--- src/rtl/act_pkg.sv ---
`timescale 1ns / 1ps

package act_pkg;

	// width of the count fields in a result transaction
	localparam int unsigned RSP_COUNT_W = 6;

	// command codes
	localparam logic [1:0] CMD_CLEAR   = 2'd0;
	localparam logic [1:0] CMD_APPEND  = 2'd1;
	localparam logic [1:0] CMD_CONFIRM = 2'd2;

	typedef struct packed {
		logic [1:0] command;
		logic [7:0] tag;
		logic [7:0] count;
		logic [7:0] format;
	} act_req_t;

	typedef struct packed {
		logic                   accepted;
		logic                   added;
		logic                   done_res;
		logic                   reset_confirmed;
		logic [RSP_COUNT_W-1:0] confirmed_count;
		logic [RSP_COUNT_W-1:0] reference_count;
	} act_rsp_t;

	typedef enum logic [2:0] {
		ST_IDLE,
		ST_SCAN,
		ST_SCAN_END,
		ST_PAIR,
		ST_PAIR_END,
		ST_FIN
	} act_state_t;

endpackage

--- src/rtl/act_ram.sv ---
`timescale 1ns / 1ps

module act_ram #(
	parameter int unsigned WIDTH = 16,
	parameter int unsigned DEPTH = 32
) (
	input  logic                                      clk,
	input  logic                                      we,
	input  logic [((DEPTH > 1) ? $clog2(DEPTH) : 1)-1:0] waddr,
	input  logic [WIDTH-1:0]                          wdata,
	input  logic [((DEPTH > 1) ? $clog2(DEPTH) : 1)-1:0] raddr,
	output logic [WIDTH-1:0]                          rdata
);

	logic [WIDTH-1:0] mem [DEPTH];

	// one write port, one registered read port
	always_ff @(posedge clk) begin
		if (we) begin
			mem[waddr] <= wdata;
		end
		rdata <= mem[raddr];
	end

endmodule

--- src/rtl/association_confirm_tracker_unit.sv ---
`timescale 1ns / 1ps
// clear, append and unused commands: the transaction goes through FIN into the result register
// confirm: the table scan over all ENTRIES entries and SCAN_END, or also the pairwise walk
//   over n*n pairs and PAIR_END when the confirmed count reaches a nonzero reference count n,
//   each reading one entry of each table memory per cycle, then FIN; a stalled result holds FIN
// one transaction is processed at a time; a new one is taken while a result waits
// reset clears both counts, the control state and the result valid flag; tables are not cleared
module association_confirm_tracker_unit #(
	parameter int unsigned ENTRIES = 32
) (
	input  logic              clk,
	input  logic              arst_n,
	input  logic              req_valid,
	output logic              req_stall,
	input  act_pkg::act_req_t req,
	output logic              rsp_valid,
	input  logic              rsp_stall,
	output act_pkg::act_rsp_t rsp
);

	localparam int unsigned AW = (ENTRIES > 1) ? $clog2(ENTRIES) : 1;
	localparam int unsigned CW = $clog2(ENTRIES + 1);
	localparam int unsigned MW = (CW > 8) ? CW : 8;
	localparam logic [AW-1:0] LAST = AW'(ENTRIES - 1);

	act_pkg::act_state_t state_q, state_n;

	// latched transaction
	logic [7:0] tag_q, fmt_q, cnt_q;

	logic [CW-1:0] ref_count_q, conf_count_q;
	logic [AW-1:0] k_q, u_q;

	// memory ports
	logic          ref_we, conf_we;
	logic [AW-1:0] ref_waddr, conf_waddr, ref_raddr, conf_raddr;
	logic [15:0]   ref_wdata, ref_rdata, conf_rdata;

	logic          scan_v_s1, pair_v_s1;
	logic [AW-1:0] idx_s1;

	logic ref_hit_q, conf_hit_q, ref_hit_c, conf_hit_c;
	logic [CW-1:0] hits_q, hits_c;
	logic over_q, over_c;

	logic acc_q, add_q, done_q, rst_q;
	logic acc_c, add_c, go_pair, done_c, rst_c;
	logic [CW-1:0] conf_count_new;

	logic req_accept, scan_issue, pair_issue, rsp_load;
	logic scan_last, pair_last, k_last;
	logic rsp_valid_q;
	act_pkg::act_rsp_t rsp_q;

	assign req_accept = req_valid && !req_stall;

	// table memories, entry is {tag, format}
	act_ram #(.WIDTH(16), .DEPTH(ENTRIES)) u_ref_ram (
		.clk(clk), .we(ref_we), .waddr(ref_waddr), .wdata(ref_wdata),
		.raddr(ref_raddr), .rdata(ref_rdata)
	);

	act_ram #(.WIDTH(16), .DEPTH(ENTRIES)) u_conf_ram (
		.clk(clk), .we(conf_we), .waddr(conf_waddr), .wdata({tag_q, fmt_q}),
		.raddr(conf_raddr), .rdata(conf_rdata)
	);

	// reference append straight from the incoming transaction
	assign ref_we    = req_accept && req.command == act_pkg::CMD_APPEND
		&& ref_count_q != CW'(ENTRIES);
	assign ref_waddr = AW'(ref_count_q);
	assign ref_wdata = {req.tag, req.format};

	assign ref_raddr  = k_q;
	assign conf_raddr = scan_issue ? k_q : u_q;
	assign conf_waddr = AW'(conf_count_q);
	assign conf_we    = state_q == act_pkg::ST_SCAN_END && add_c;

	// membership flags including the entry arriving this cycle
	always_comb begin
		ref_hit_c  = ref_hit_q;
		conf_hit_c = conf_hit_q;
		if (scan_v_s1) begin
			if (CW'(idx_s1) < ref_count_q && ref_rdata == {tag_q, fmt_q}) begin
				ref_hit_c = 1'b1;
			end
			if (CW'(idx_s1) < conf_count_q && conf_rdata == {tag_q, fmt_q}) begin
				conf_hit_c = 1'b1;
			end
		end
	end

	// pairwise match count, saturating past the reference count
	always_comb begin
		hits_c = hits_q;
		over_c = over_q;
		if (pair_v_s1 && ref_rdata == conf_rdata) begin
			if (hits_q == ref_count_q) begin
				over_c = 1'b1;
			end else begin
				hits_c = CW'(hits_q + 1'b1);
			end
		end
	end

	// decision after the scan and after the pairwise walk
	always_comb begin
		acc_c = MW'(ref_count_q) == MW'(cnt_q) && ref_hit_c;
		add_c = acc_c && !conf_hit_c && conf_count_q != CW'(ENTRIES);
		conf_count_new = add_c ? CW'(conf_count_q + 1'b1) : conf_count_q;
		go_pair = conf_count_new == ref_count_q && ref_count_q != '0;
		if (state_q == act_pkg::ST_PAIR_END) begin
			done_c = !over_c && hits_c == ref_count_q;
			rst_c  = !done_c;
		end else begin
			done_c = ref_count_q == '0;
			rst_c  = !done_c && conf_count_new >= ref_count_q;
		end
	end

	assign scan_last = k_q == LAST;
	assign k_last    = k_q == AW'(ref_count_q - 1'b1);
	assign pair_last = k_last && u_q == AW'(ref_count_q - 1'b1);

	// next state
	always_comb begin
		state_n = state_q;
		unique case (state_q)
			act_pkg::ST_IDLE: begin
				if (req_accept) begin
					state_n = (req.command == act_pkg::CMD_CONFIRM) ?
						act_pkg::ST_SCAN : act_pkg::ST_FIN;
				end
			end
			act_pkg::ST_SCAN: begin
				if (scan_last) begin
					state_n = act_pkg::ST_SCAN_END;
				end
			end
			act_pkg::ST_SCAN_END: begin
				state_n = go_pair ? act_pkg::ST_PAIR : act_pkg::ST_FIN;
			end
			act_pkg::ST_PAIR: begin
				if (pair_last) begin
					state_n = act_pkg::ST_PAIR_END;
				end
			end
			act_pkg::ST_PAIR_END: begin
				state_n = act_pkg::ST_FIN;
			end
			act_pkg::ST_FIN: begin
				if (rsp_load) begin
					state_n = act_pkg::ST_IDLE;
				end
			end
			default: begin
				state_n = act_pkg::ST_IDLE;
			end
		endcase
	end

	// state machine outputs
	always_comb begin
		req_stall  = state_q != act_pkg::ST_IDLE;
		scan_issue = state_q == act_pkg::ST_SCAN;
		pair_issue = state_q == act_pkg::ST_PAIR;
		rsp_load   = state_q == act_pkg::ST_FIN && (!rsp_valid_q || !rsp_stall);
	end

	// control and counts
	always_ff @(posedge clk or negedge arst_n) begin
		if (!arst_n) begin
			state_q      <= act_pkg::ST_IDLE;
			ref_count_q  <= '0;
			conf_count_q <= '0;
			scan_v_s1    <= 1'b0;
			pair_v_s1    <= 1'b0;
			rsp_valid_q  <= 1'b0;
		end else begin
			state_q   <= state_n;
			scan_v_s1 <= scan_issue;
			pair_v_s1 <= pair_issue;
			if (req_accept && req.command == act_pkg::CMD_CLEAR) begin
				ref_count_q  <= '0;
				conf_count_q <= '0;
			end
			if (ref_we) begin
				ref_count_q <= CW'(ref_count_q + 1'b1);
			end
			if (state_q == act_pkg::ST_SCAN_END) begin
				if (!go_pair && rst_c) begin
					conf_count_q <= '0;
				end else begin
					conf_count_q <= conf_count_new;
				end
			end
			if (state_q == act_pkg::ST_PAIR_END && rst_c) begin
				conf_count_q <= '0;
			end
			if (rsp_load) begin
				rsp_valid_q <= 1'b1;
			end else if (!rsp_stall) begin
				rsp_valid_q <= 1'b0;
			end
		end
	end

	// walk indexes, flags and result payload
	always_ff @(posedge clk) begin
		idx_s1 <= k_q;
		if (req_accept) begin
			tag_q      <= req.tag;
			cnt_q      <= req.count;
			fmt_q      <= req.format;
			k_q        <= '0;
			u_q        <= '0;
			ref_hit_q  <= 1'b0;
			conf_hit_q <= 1'b0;
			acc_q      <= 1'b0;
			add_q      <= ref_we;
			done_q     <= 1'b0;
			rst_q      <= 1'b0;
		end
		if (scan_v_s1) begin
			ref_hit_q  <= ref_hit_c;
			conf_hit_q <= conf_hit_c;
		end
		if (scan_issue) begin
			k_q <= scan_last ? '0 : AW'(k_q + 1'b1);
		end
		if (state_q == act_pkg::ST_SCAN_END) begin
			acc_q  <= acc_c;
			add_q  <= add_c;
			hits_q <= '0;
			over_q <= 1'b0;
			u_q    <= '0;
			if (!go_pair) begin
				done_q <= done_c;
				rst_q  <= rst_c;
			end
		end
		if (pair_issue) begin
			if (k_last) begin
				k_q <= '0;
				u_q <= AW'(u_q + 1'b1);
			end else begin
				k_q <= AW'(k_q + 1'b1);
			end
		end
		if (pair_v_s1) begin
			hits_q <= hits_c;
			over_q <= over_c;
		end
		if (state_q == act_pkg::ST_PAIR_END) begin
			done_q <= done_c;
			rst_q  <= rst_c;
		end
		if (rsp_load) begin
			rsp_q.accepted        <= acc_q;
			rsp_q.added           <= add_q;
			rsp_q.done_res        <= done_q;
			rsp_q.reset_confirmed <= rst_q;
			rsp_q.confirmed_count <= act_pkg::RSP_COUNT_W'(conf_count_q);
			rsp_q.reference_count <= act_pkg::RSP_COUNT_W'(ref_count_q);
		end
	end

	assign rsp_valid = rsp_valid_q;
	assign rsp       = rsp_q;

	// checks
	a_ref_count_bound: assert property (@(posedge clk) disable iff (!arst_n)
		ref_count_q <= CW'(ENTRIES))
		else $error("reference count beyond table depth");

	a_conf_count_bound: assert property (@(posedge clk) disable iff (!arst_n)
		conf_count_q <= CW'(ENTRIES))
		else $error("confirmed count beyond table depth");

	a_pair_equal_counts: assert property (@(posedge clk) disable iff (!arst_n)
		state_q == act_pkg::ST_PAIR |-> ref_count_q == conf_count_q && ref_count_q != '0)
		else $error("pairwise walk with unequal or empty tables");

	a_accept_busy: assert property (@(posedge clk) disable iff (!arst_n)
		req_accept |=> state_q != act_pkg::ST_IDLE)
		else $error("transaction accepted without leaving idle");

	a_done_xor_reset: assert property (@(posedge clk) disable iff (!arst_n)
		rsp_valid_q |-> !(rsp_q.done_res && rsp_q.reset_confirmed))
		else $error("result both done and reset");

endmodule

--- config.mk ---
export PLATFORM = sky130hd
export DESIGN_NAME = association_confirm_tracker_unit
export DESIGN_NICKNAME = d
export VERILOG_FILES = /design/src/rtl/act_pkg.sv /design/src/rtl/act_ram.sv /design/src/rtl/association_confirm_tracker_unit.sv
export SDC_FILE = /design/constraint.sdc
export NUM_CORES = 1
export LEC_CHECK = 0
export BUFFER_PORTS_ARGS = -buffer_cell sky130_fd_sc_hd__buf_4
export CAP_MARGIN = 15
export CORE_ASPECT_RATIO = 0.7
export CORE_MARGIN = 4
export CORE_UTILIZATION = 25
export CTS_CLUSTER_SIZE = 24
export DETAILED_ROUTE_END_ITERATION = 6
export GPL_TIMING_DRIVEN = 0
export PLACE_DENSITY = 0.4
export SYNTH_ARGS = -nofsm -noshare
export SYNTH_HDL_FRONTEND = slang
export SYNTH_HIERARCHICAL = 1
export SYNTH_SLANG_ARGS = --single-unit
--- constraint.sdc ---
create_clock -name clk -period 4.95 [get_ports clk]
set_input_delay 0.7425 -clock clk [delete_from_list [all_inputs] [get_ports clk]]
set_output_delay 0.7425 -clock clk [all_outputs]
set_load 0.01 [all_outputs]
**Yosys cells after proc, flatten, opt, wreduce, memory -nomap -nowiden**

Memory sizes are Yosys's and may differ from the RTL's. A register that Yosys moved wholly into a read port is not among the register bits.
Index checks and enable logic that the tools add are counted.

- Memory bits (writable): 1024
- Output and inout port bits: 18
- Register bits after elaboration: 86
- Memories: 2
- Bits of input ports: 30
- Word-level logic and storage cells: 157

Memory list:

| name | depth | width | read ports | clocked after memory_dff | wr ports | line | text |
|---|---|---|---|---|---|---|---|
| u_conf_ram.mem | 32 | 16 | 1 | 1 | 1 | act_ram.sv:15 | `logic [WIDTH-1:0] mem [DEPTH];` |
| u_ref_ram.mem | 32 | 16 | 1 | 1 | 1 | act_ram.sv:15 |  |

- Add/sub/neg operators: 6
- Eq/ne operators: 24
- $lt $le $gt $ge: 3
- Reduce and logical (&&, ||, !) cells: 39
- Mux-type cells: 57

Operators with widths:

| operator | number |
|---|---|
| $mux W6 | 10 |
| $mux W5 | 10 |
| $eq A16 B16 Y1 | 3 |
| $mux W1 | 30 |
| $add A6 B1 Y6 const B | 3 |
| $eq A6 B6 Y1 | 3 |
| $logic_and A1 B1 Y1 | 18 |
| $mux W3 | 6 |
| $pmux W3 S6 | 1 |
| $lt A5 B6 Y1 | 2 |
| $ne A6 B6 Y1 const B | 2 |
| $add A5 B1 Y5 const B | 2 |
| $eq A5 B5 Y1 | 2 |
| $reduce_bool A3 Y1 | 3 |
| $eq A6 B8 Y1 | 1 |
| $logic_not A1 Y1 | 8 |
| $reduce_bool A2 Y1 | 4 |
| $eq A3 B2 Y1 const B | 2 |
| $eq A3 B3 Y1 const B | 2 |
| $ge A6 B6 Y1 | 1 |
| $logic_not A6 Y1 | 1 |
| $ne A2 B1 Y1 const B | 3 |
| $reduce_bool A6 Y1 | 1 |
| $eq A5 B5 Y1 const B | 1 |
| 9 further kinds | 10 |

**Logic depth before layout (Yosys ltp)**

Gate-level depths: netlist of the first run.

- Word-level depth: 15
- Gate-level depth with buffers: 20
- Mapped depth without buffers: 18

**Hierarchy**

The synthesis of the first run kept the hierarchy.

Modules (own cells, without submodules):

| module | seq. area each (µm²) | cells each | times used | area each (µm²) |
|---|---|---|---|---|
| act_ram | 15695.1 | 1143 | 2 | 20535.9 |
| association_confirm_tracker_unit | 2372.3 | 480 | 1 | 5156.2 |

**Worst setup path after synthesis of the first run**

OpenSTA, ideal clock, no wires.

- Path kind: reg-to-reg
- Start: register ref_count_q[4]
- End: memory u_conf_ram.mem[28][0] (enable)
- Cell stages (with the launch flop): 14
- Setup slack: 840 ps
- Setup time: 388 ps
- Required time: 4562 ps
- Arrival time: 3722 ps
- Path buffers: 2
- Cells stage by stage: dfrtp_1 > buf_6 > inv_1 > ha_1 > nor2b_1 > a2111oi_2 > o21a_1 > a41o_1 > nor4b_4 > nand2_1 > nor2_1 > or3b_2 > clkbuf_1 > nor2_1

- Word-level cells in the longest chain between the ends: 10

Ends and longest elaborated chain:

| what | line | text |
|---|---|---|
| start, declared | association_confirm_tracker_unit.sv:31 | `logic [CW-1:0] ref_count_q, conf_count_q;` |
| start signal, assigned | association_confirm_tracker_unit.sv:188 | `ref_count_q <= CW'(ref_count_q + 1'b1);` |
| $lt A5 B6 Y1 | association_confirm_tracker_unit.sv:84 | `if (CW'(idx_s1) < ref_count_q && ref_rdata == {tag_q, fmt_q}) begin` |
| $logic_and A1 B1 Y1 | association_confirm_tracker_unit.sv:84 |  |
| $mux W1 | association_confirm_tracker_unit.sv:84 |  |
| $mux W1 | association_confirm_tracker_unit.sv:83 | `if (scan_v_s1) begin` |
| $logic_and A1 B1 Y1 * | association_confirm_tracker_unit.sv:108 | `acc_c = MW'(ref_count_q) == MW'(cnt_q) && ref_hit_c;` |
| $logic_and A1 B1 Y1 * (2 in series) | association_confirm_tracker_unit.sv:109 | `add_c = acc_c && !conf_hit_c && conf_count_q != CW'(ENTRIES);` |
| $logic_and A1 B1 Y1 * | association_confirm_tracker_unit.sv:77 | `assign conf_we = state_q == act_pkg::ST_SCAN_END && add_c;` |
| via conf_we | association_confirm_tracker_unit.sv:35 | `logic ref_we, conf_we;` |
| $mux W1 * | act_ram.sv:19 | `if (we) begin` |
| $mux W1 (implied by the code) * | act_ram.sv:20 | `mem[waddr] <= wdata;` |
| end, declared | act_ram.sv:15 |  |

The timed path passes the listed nets; every way through them passes the cells marked *.

**Worst setup path after layout of the first run**

- Start: register state_q[0]
- End: memory u_ref_ram.mem[9][7] (enable)

- Word-level cells in the longest chain between the ends: 7

Ends and longest elaborated chain:

| what | line | text |
|---|---|---|
| start, declared | association_confirm_tracker_unit.sv:26 | `act_pkg::act_state_t state_q, state_n;` |
| start signal, assigned | association_confirm_tracker_unit.sv:173 | `state_q <= act_pkg::ST_IDLE;` |
| start signal, assigned | association_confirm_tracker_unit.sv:180 | `state_q <= state_n;` |
| $reduce_bool A3 Y1 | association_confirm_tracker_unit.sv:164 | `req_stall = state_q != act_pkg::ST_IDLE;` |
| $logic_not A1 Y1 | association_confirm_tracker_unit.sv:55 | `assign req_accept = req_valid && !req_stall;` |
| $logic_and A1 B1 Y1 | association_confirm_tracker_unit.sv:55 |  |
| $logic_and A1 B1 Y1 | association_confirm_tracker_unit.sv:69 | `assign ref_we = req_accept && req.command == act_pkg::CMD_APPEND` |
| $logic_and A1 B1 Y1 | association_confirm_tracker_unit.sv:70 | `&& ref_count_q != CW'(ENTRIES);` |
| via ref_we | association_confirm_tracker_unit.sv:35 |  |
| $mux W1 | act_ram.sv:19 |  |
| $mux W1 (implied by the code) | act_ram.sv:20 |  |
| end, declared | act_ram.sv:15 |  |

The timed path passes the listed nets, and every way through them passes these cells.

==> impl_metrics.env, run 1 <==
export IMPL_finalPower_mw=30.5
export IMPL_pwr_share_seq_pct=38.0
export IMPL_ys_ff_latch=1142
export IMPL_row_count=131
export IMPL_wl_mm=140
export IMPL_cellPowerDensity_nw_per_um2=547
export IMPL_cp_data_arrival_time_ps=5030
export IMPL_synth_async_reset_ratio_pct=1.58
export IMPL_grt_pass1_vias=24400
export IMPL_synth_top_cell_by_area="edfxtp_1"
export IMPL_tightest_slew_ps=1070
export IMPL_dieHeight_um=368
export IMPL_swShare_pct=34.7
export IMPL_vdd_drop_max_mv=0.402
export IMPL_synth_warnings=6
export IMPL_cts_sinks=1142
export IMPL_hold_class="primary input to flip-flop"
export IMPL_drtIter0Drc=2190
export IMPL_clock_latency_ps=740
export IMPL_globalplace_congestion=0.793
export IMPL_routedWlPerCell_um=24.9
export IMPL_final_max_slew_viol_count=0
export IMPL_core_sq_um=183000
export IMPL_cts_tree="built"
export IMPL_start_util_pct=25.2
export IMPL_p_leak_nw=18.3
export IMPL_cp_end_kind="flip-flop"
export IMPL_fillers=18000
export IMPL_cts_root_buf="clkbuf_16"
export IMPL_switching_power_mw=10.6
export IMPL_hold_violations=0
export IMPL_clockBufferDepth=3
export IMPL_r2r_slack_ps=220
export IMPL_grt_pass1_wl_mm=195
export IMPL_synth_area_sq_um=46200
export IMPL_reg2regPathDepth=8
export IMPL_detail_route_antenna_nets=0
export IMPL_timing_hold_ws_ps=192
export IMPL_placedInstanceArea_sq_um=51400
export IMPL_dp_hpwl_mm=97.5
export IMPL_grt_max_degree=34
export IMPL_status="finished clean"
export IMPL_slew_headroom_pct=28.6
export IMPL_cp_data_required_time_ps=5250
export IMPL_crit_type="flip-flop to flip-flop"
export IMPL_layout_nets=3096
export IMPL_min_period_ps=4730
export IMPL_io_pins=48
export IMPL_synthTopCellsByArea="edfxtp_1, mux2i_1, a22oi_1, dfxtp_1, a22o_1"
export IMPL_fin_area_sq_um=55700
export IMPL_skew_ps=65.0
export IMPL_combinationalPowerShare_pct=32.5
export IMPL_cap_violations=0
export IMPL_rsz0062_at_grt="no"
export IMPL_antenna_found_initial=7
export IMPL_cp_max_fo=16
export IMPL_setup_viol=0
export IMPL_r2r_end="u_ref_ram/mem[9][7]"
export IMPL_avgSynthCellArea_sq_um=16.7
export IMPL_clk_pin_slew_worst_paths_ps=60
export IMPL_netlist_area_leader_share_pct=70.2
export IMPL_die_w_um=522
export IMPL_syn_nets=2819
export IMPL_htreeDepth=3
export IMPL_die_area_sq_um=192000
export IMPL_drive_gt1_share_pct=17.8
export IMPL_seq_area_frac_synth_pct=73.0
export IMPL_startpoint="state_q[0]"
export IMPL_via_count=25400
export IMPL_yosys_cell_types_count=67
export IMPL_cts_buffers=121
export IMPL_intPower_mw=19.9
export IMPL_grtUsageTotal_pct=14.2
export IMPL_drtPass1Iterations=5
export IMPL_start_kind="flip-flop"
export IMPL_crit_end="u_ref_ram/mem[9][7]"
export IMPL_areaGrowthSynthToFinish_pct=20.5
export IMPL_io_buffers=47
export IMPL_r2r_start="state_q[0]"
export IMPL_gr_total_overflow=0
export IMPL_drcViolationCount=0
export IMPL_timing_final_crit_share_pct=95.6
export IMPL_via_per_inst=4.53
export IMPL_fmax_ghz=0.211
export IMPL_syn_inst=2766
export IMPL_pwr_share_clk_pct=29.5
export IMPL_synth_flop_cell="edfxtp_1"
export IMPL_synth_edff_count=1080
-- flip-flops by register name, indices dropped and copies added (netlist names), 8 cells and up --
| name | count |
|---|---|
| cnt_q | 8 |
| fmt_q | 8 |
| rsp | 16 |
| tag_q | 8 |
| u_conf_ram/mem | 512 |
| u_conf_ram/rdata | 16 |
| u_ref_ram/mem | 512 |
| u_ref_ram/rdata | 16 |
-- logic make-up (layout without fill, tap and decap cells) --
logic type               count (synthesis)  in the layout  synth area share, %
flip-flops                            1142           1142                 73.0
AND/OR/NAND/NOR                        472            472                 5.11
adder cells (fa/ha/maj)                 23             23                0.623
multiplexers                           517            517                 11.2
other                                    0              3                    0
XOR/XNOR                                89             89                 1.80
buffers and inverters                  170            545                 2.75
AO/OA/AOI/OAI                          353            353                 5.48
-- cell usage after synthesis (16+ instances only) --
library cell	number
clkbuf_1	30
nand4_1	43
ha_1	23
a21oi_1	77
nor2_1	95
xnor2_1	41
mux2i_1	515
buf_4	39
nand3_1	82
a22oi_1	128
a31oi_1	35
inv_1	16
nor3_1	37
dfrtp_1	18
nand2_1	124
a22o_1	66
buf_6	18
buf_2	43
dfxtp_1	44
xor2_1	43
edfxtp_1	1080
-- power groups by stage --
stage / sequential (mW) / clock [mW] / combinational [mW]
6_report: 11.6 / 9.00 / 9.89
4_1_cts: 11.6 / 9.27 / 9.86
3_5_place_dp: 11.8 / 0 / 9.81
2_1_floorplan: 11.6 / 0 / 5.96
3_3_place_gp: 12.0 / 0 / 9.51
5_1_grt: 11.6 / 9.70 / 10.5
-- per-stage QoR --
stage / setup WS, ps / cells / TNS [ps] / util, %
floorplan: 840 / 2766 / 0 / -
global placement: -1650 / 5273 / -747570 / 27.1
detailed placement: -569 / 5353 / -99790 / 28.1
CTS: 2.99 / 5584 / 0 / 30.3
global route: 51.8 / 5601 / 0 / 30.4
finish: 218 / 5604 / 0 / 30.4
-- routing by layer --
metal / share of wire (%) / vias to the layer above / track usage [%] / wire length (um)
met5: 0 / - / 0 / 0
met4: 1.6 / 0 / 2.73 / 2220
met3: 5.8 / 136 / 2.75 / 8030
met2: 39 / 594 / 18.4 / 53700
met1: 54 / 13200 / 23.9 / 75500
li1: - / 11400 / - / -
-- area by class of cell --
| class | count | area (sq um) | share of cell area (%) |
|---|---|---|---|
| well taps | 2460 | 3080 | 5.53 |
| plain buffers | 150 | 1200 | 2.16 |
| repair buffers | 156 | 2160 | 3.88 |
| multi-input cells | 1454 | 11500 | 20.6 |
| clock buffers | 167 | 3500 | 6.29 |
| clock inverters | 54 | 442 | 0.793 |
| inverters | 18 | 71.3 | 0.128 |
| flip-flops and latches | 1142 | 33800 | 60.6 |
| diodes | 3 | 7.51 | 0.0135 |
-- layout by cell type (no fill, tap or decap), drive strengths merged, types with 12 or more instances in the layout --
| cell | synthesis | final |
|---|---|---|
| a21oi | 78 | 78 |
| a22o | 66 | 66 |
| a22oi | 128 | 128 |
| a31oi | 35 | 35 |
| buf | 122 | 275 |
| clkbuf | 30 | 197 |
| clkinv | 1 | 44 |
| dfrtp | 18 | 18 |
| dfxtp | 44 | 44 |
| edfxtp | 1080 | 1080 |
| ha | 23 | 23 |
| inv | 17 | 20 |
| mux2i | 515 | 515 |
| nand2 | 124 | 124 |
| nand3 | 82 | 82 |
| nand3b | 12 | 12 |
| nand4 | 44 | 44 |
| nor2 | 97 | 97 |
| nor2b | 12 | 12 |
| nor3 | 37 | 37 |
| xnor2 | 44 | 44 |
| xor2 | 43 | 43 |
-- worst min path at each step --
stage | from | end | slack [ps] | depth (start not counted)
floorplan | add_q | rsp[14] | 400 | 0
global route | req[9] | cnt_q[1] | 130 | 1
global placement | ref_count_q[5] | rsp[5] | 460 | 0
detailed placement | ref_count_q[5] | rsp[5] | 450 | 0
CTS | req[13] | cnt_q[5] | 100 | 1
finish | req[13] | cnt_q[5] | 190 | 1
-- worst max-delay path: stages, from the launching register on --
cell,delay (ps)
dfrtp_1,350
buf_2,170
nor2_1,320
nand3b_1,460
nor2_1,330
nand2_1,140
a21oi_2,540
nand3b_1,870
nor2_2,1100
-- repair_timing --
action | 4_1_cts | 5_1_grt
pin swaps | 2 | 3
resized for setup | 13 | 12
endpoints found under the hold margin | 18 | 0
setup buffers | 10 | 18
hold buffers | 1 | 0
setup endpoints to repair | 473 | 60
(Power assumes the default switching activity.)
==> run 2, diff against run 1 <==
--- a/config.mk
+++ b/config.mk
@@ -6,7 +6,7 @@
 export NUM_CORES = 1
 export LEC_CHECK = 0
 export BUFFER_PORTS_ARGS = -buffer_cell sky130_fd_sc_hd__buf_4
-export CAP_MARGIN = 15
+export CAP_MARGIN = 20
 export CORE_ASPECT_RATIO = 0.7
 export CORE_MARGIN = 4
 export CORE_UTILIZATION = 25
==> constraint.sdc (replaced) <==
create_clock -name clk -period 5.7 [get_ports clk]
set_input_delay 0.855 -clock clk [delete_from_list [all_inputs] [get_ports clk]]
set_output_delay 0.855 -clock clk [all_outputs]
set_load 0.01 [all_outputs]
==> run 2 against run 1 <==
  * Power fell by 13%
  * Global-route usage about the same
  * Combinational power is 14% lower
  * Sequential cell count unchanged
  * Design area is 0.60% lower
  * Largest power group unchanged
  * Critical path depth up 4
  * Wire length rose by 0.12%
  * Sequential power decreased by 13%
  * First-iteration DRC count fell by 3.9%
  * Worst setup slack worse by 56 ps
  * Core utilization shrank 0.18 points
==> impl_metrics.env, run 2 (same netlist as run 1, synthesis figures left out) <==
export IMPL_htreeDepth=3
export IMPL_use_met3_pct=3.59
export IMPL_final_common_cell="edfxtp_1"
export IMPL_areaGrowthSynthToFinish_pct=19.8
export IMPL_clockBufferDepth=3
export IMPL_dieHeight_um=368
export IMPL_row_count=131
export IMPL_start_util_pct=25.2
export IMPL_finalPower_mw=26.5
export IMPL_drtIter0Drc=2105
export IMPL_layout_nets=3069
export IMPL_cp_data_required_time_ps=6070
export IMPL_postCtsSetupBuffers=0
export IMPL_grt_max_degree=34
export IMPL_via_count=25200
export IMPL_min_period_ps=5540
export IMPL_die_w_um=522
export IMPL_clk_pin_slew_worst_paths_ps=60
export IMPL_grt_pass1_wl_mm=195
export IMPL_crit_type="flip-flop to flip-flop"
export IMPL_dp_hpwl_mm=97.6
export IMPL_antenna_found_initial=12
export IMPL_wl_mm=140
export IMPL_multi_input_area_sq_um=11400
export IMPL_clock_latency_ps=750
export IMPL_r2r_start="ref_count_q[4]"
export IMPL_vdd_drop_max_mv=0.289
export IMPL_cts_sinks=1142
export IMPL_cts_root_buf="clkbuf_16"
export IMPL_r2r_end="u_conf_ram/mem[23][10]"
export IMPL_hold_class="primary input to flip-flop"
export IMPL_routedWlPerCell_um=25.0
export IMPL_final_cell_mix="edfxtp_1, mux2i_1, a22oi_1, nand2_1, clkbuf_16"
export IMPL_grt_pass1_vias=24400
export IMPL_fmax_ghz=0.181
export IMPL_grt_use_met1_pct=23.4
export IMPL_via_per_inst=4.51
export IMPL_globalplace_congestion=0.793
export IMPL_reg2regPathDepth=12
export IMPL_crit_end="u_conf_ram/mem[23][10]"
export IMPL_skew_ps=72.0
export IMPL_grtUsageTotal_pct=14.3
export IMPL_slew_headroom_pct=24.3
export IMPL_tightest_slew_ps=1140
export IMPL_seq_area_sq_um=33800
export IMPL_gr_total_overflow=0
export IMPL_start_kind="flip-flop"
export IMPL_r2r_slack_ps=160
export IMPL_io_buffers=47
export IMPL_cap_violations=0
export IMPL_final_core_util_pct=30.2
export IMPL_core_sq_um=183000
export IMPL_cp_data_arrival_time_ps=5900
export IMPL_drcViolationCount=0
export IMPL_final_max_slew_viol_count=0
export IMPL_startpoint="ref_count_q[4]"
export IMPL_detail_route_antenna_nets=0
export IMPL_cellPowerDensity_nw_per_um2=479
export IMPL_hold_violations=0
export IMPL_fillers=18100
export IMPL_cts_buffers=120
export IMPL_die_area_sq_um=192000
export IMPL_fin_cells=5588
export IMPL_drtPass1Iterations=7
export IMPL_cts_tree="built"
export IMPL_status="finished clean"
export IMPL_cp_max_fo=16
export IMPL_dp_cells=5353
export IMPL_cp_end_kind="flip-flop"
export IMPL_setup_viol=0
export IMPL_p_leak_nw=18.1
export IMPL_rsz0062_at_grt="no"
export IMPL_busiest_layer="met1"
export IMPL_hold_start="req[10]"
export IMPL_met2_usage_pct=18.6
export IMPL_drive_gt1_share_pct=16.6
export IMPL_timing_final_crit_share_pct=97.2
export IMPL_top_regs="u_conf_ram/mem x512, u_ref_ram/mem x512"
export IMPL_io_pins=48
[run 2: changes by cell type in the layout (fill, tap and decap cells not counted), sizes merged]
cell / before / now
bufinv: 5 / 10
clkbuf: 197 / 204
buf: 275 / 249
inv: 20 / 21
clkinv: 44 / 40
diode: 3 / 7
clkinvlp: 3 / 0
[run 2: worst max-delay path: stages, from the launching register on]
cell and delay [ps]:
dfrtp_1 780, buf_6 250, inv_1 150, ha_1 320, nor2b_1 170, a2111oi_2 390
o21a_1 170, a41o_1 240, nor4b_4 330, nand2_1 180, nor2_1 380, nand3_1 750
nor2_2 1020
[run 2: stage by stage]
stage	setup WS, ps	hold slack (ps)	area [sq um]	setup TNS (ps)
4_1_cts	131	204	55300	0
2_1_floorplan	1590	400	46200	0
6_report	162	287	55400	0
3_5_place_dp	180	441	51400	0
5_1_grt	0.0933	222	55300	0
3_3_place_gp	-899	462	49700	-354820
[run 2: where the power goes]
part           internal, mW  total (mW)  switching (mW)
Combinational          3.11        8.54            5.43
Sequential             9.65        10.1           0.443
Clock                  4.55        7.87            3.33
Total                  17.3        26.5            9.20
[run 2: layout make-up]
cell class / instances / share of cell area [%]
Inverter: 18 / 0.122
Clock buffer: 174 / 6.08
Sequential cell: 1142 / 61.0
Buffer: 152 / 2.17
Antenna cell: 7 / 0.0316
Clock inverter: 53 / 1.05
Multi-Input combinational cell: 1454 / 20.5
Tap cell: 2460 / 5.56
Timing Repair Buffer: 128 / 3.45
[run 2: what timing repair did]
item                                    CTS  global route
endpoints found under the setup margin    0            24
hold buffers                              1             0
resized for setup                         0             2
endpoints found under the hold margin    18             0
[run 2: how the worst min path moves through the flow]
stage	to	depth (start not counted)	slack, ps
6_report	cnt_q[2]	1	290
5_1_grt	cnt_q[1]	1	220
4_1_cts	cnt_q[7]	1	200
3_5_place_dp	rsp[5]	0	440
3_3_place_gp	rsp[5]	0	460
2_1_floorplan	rsp[14]	0	400
[run 2: per-layer routing]
| metal | share of wire, % | up-vias |
|---|---|---|
| met5 | 0 | - |
| met4 | 1.5 | 0 |
| met3 | 7.1 | 131 |
| met2 | 39 | 651 |
| met1 | 53 | 13000 |
| li1 | - | 11400 |
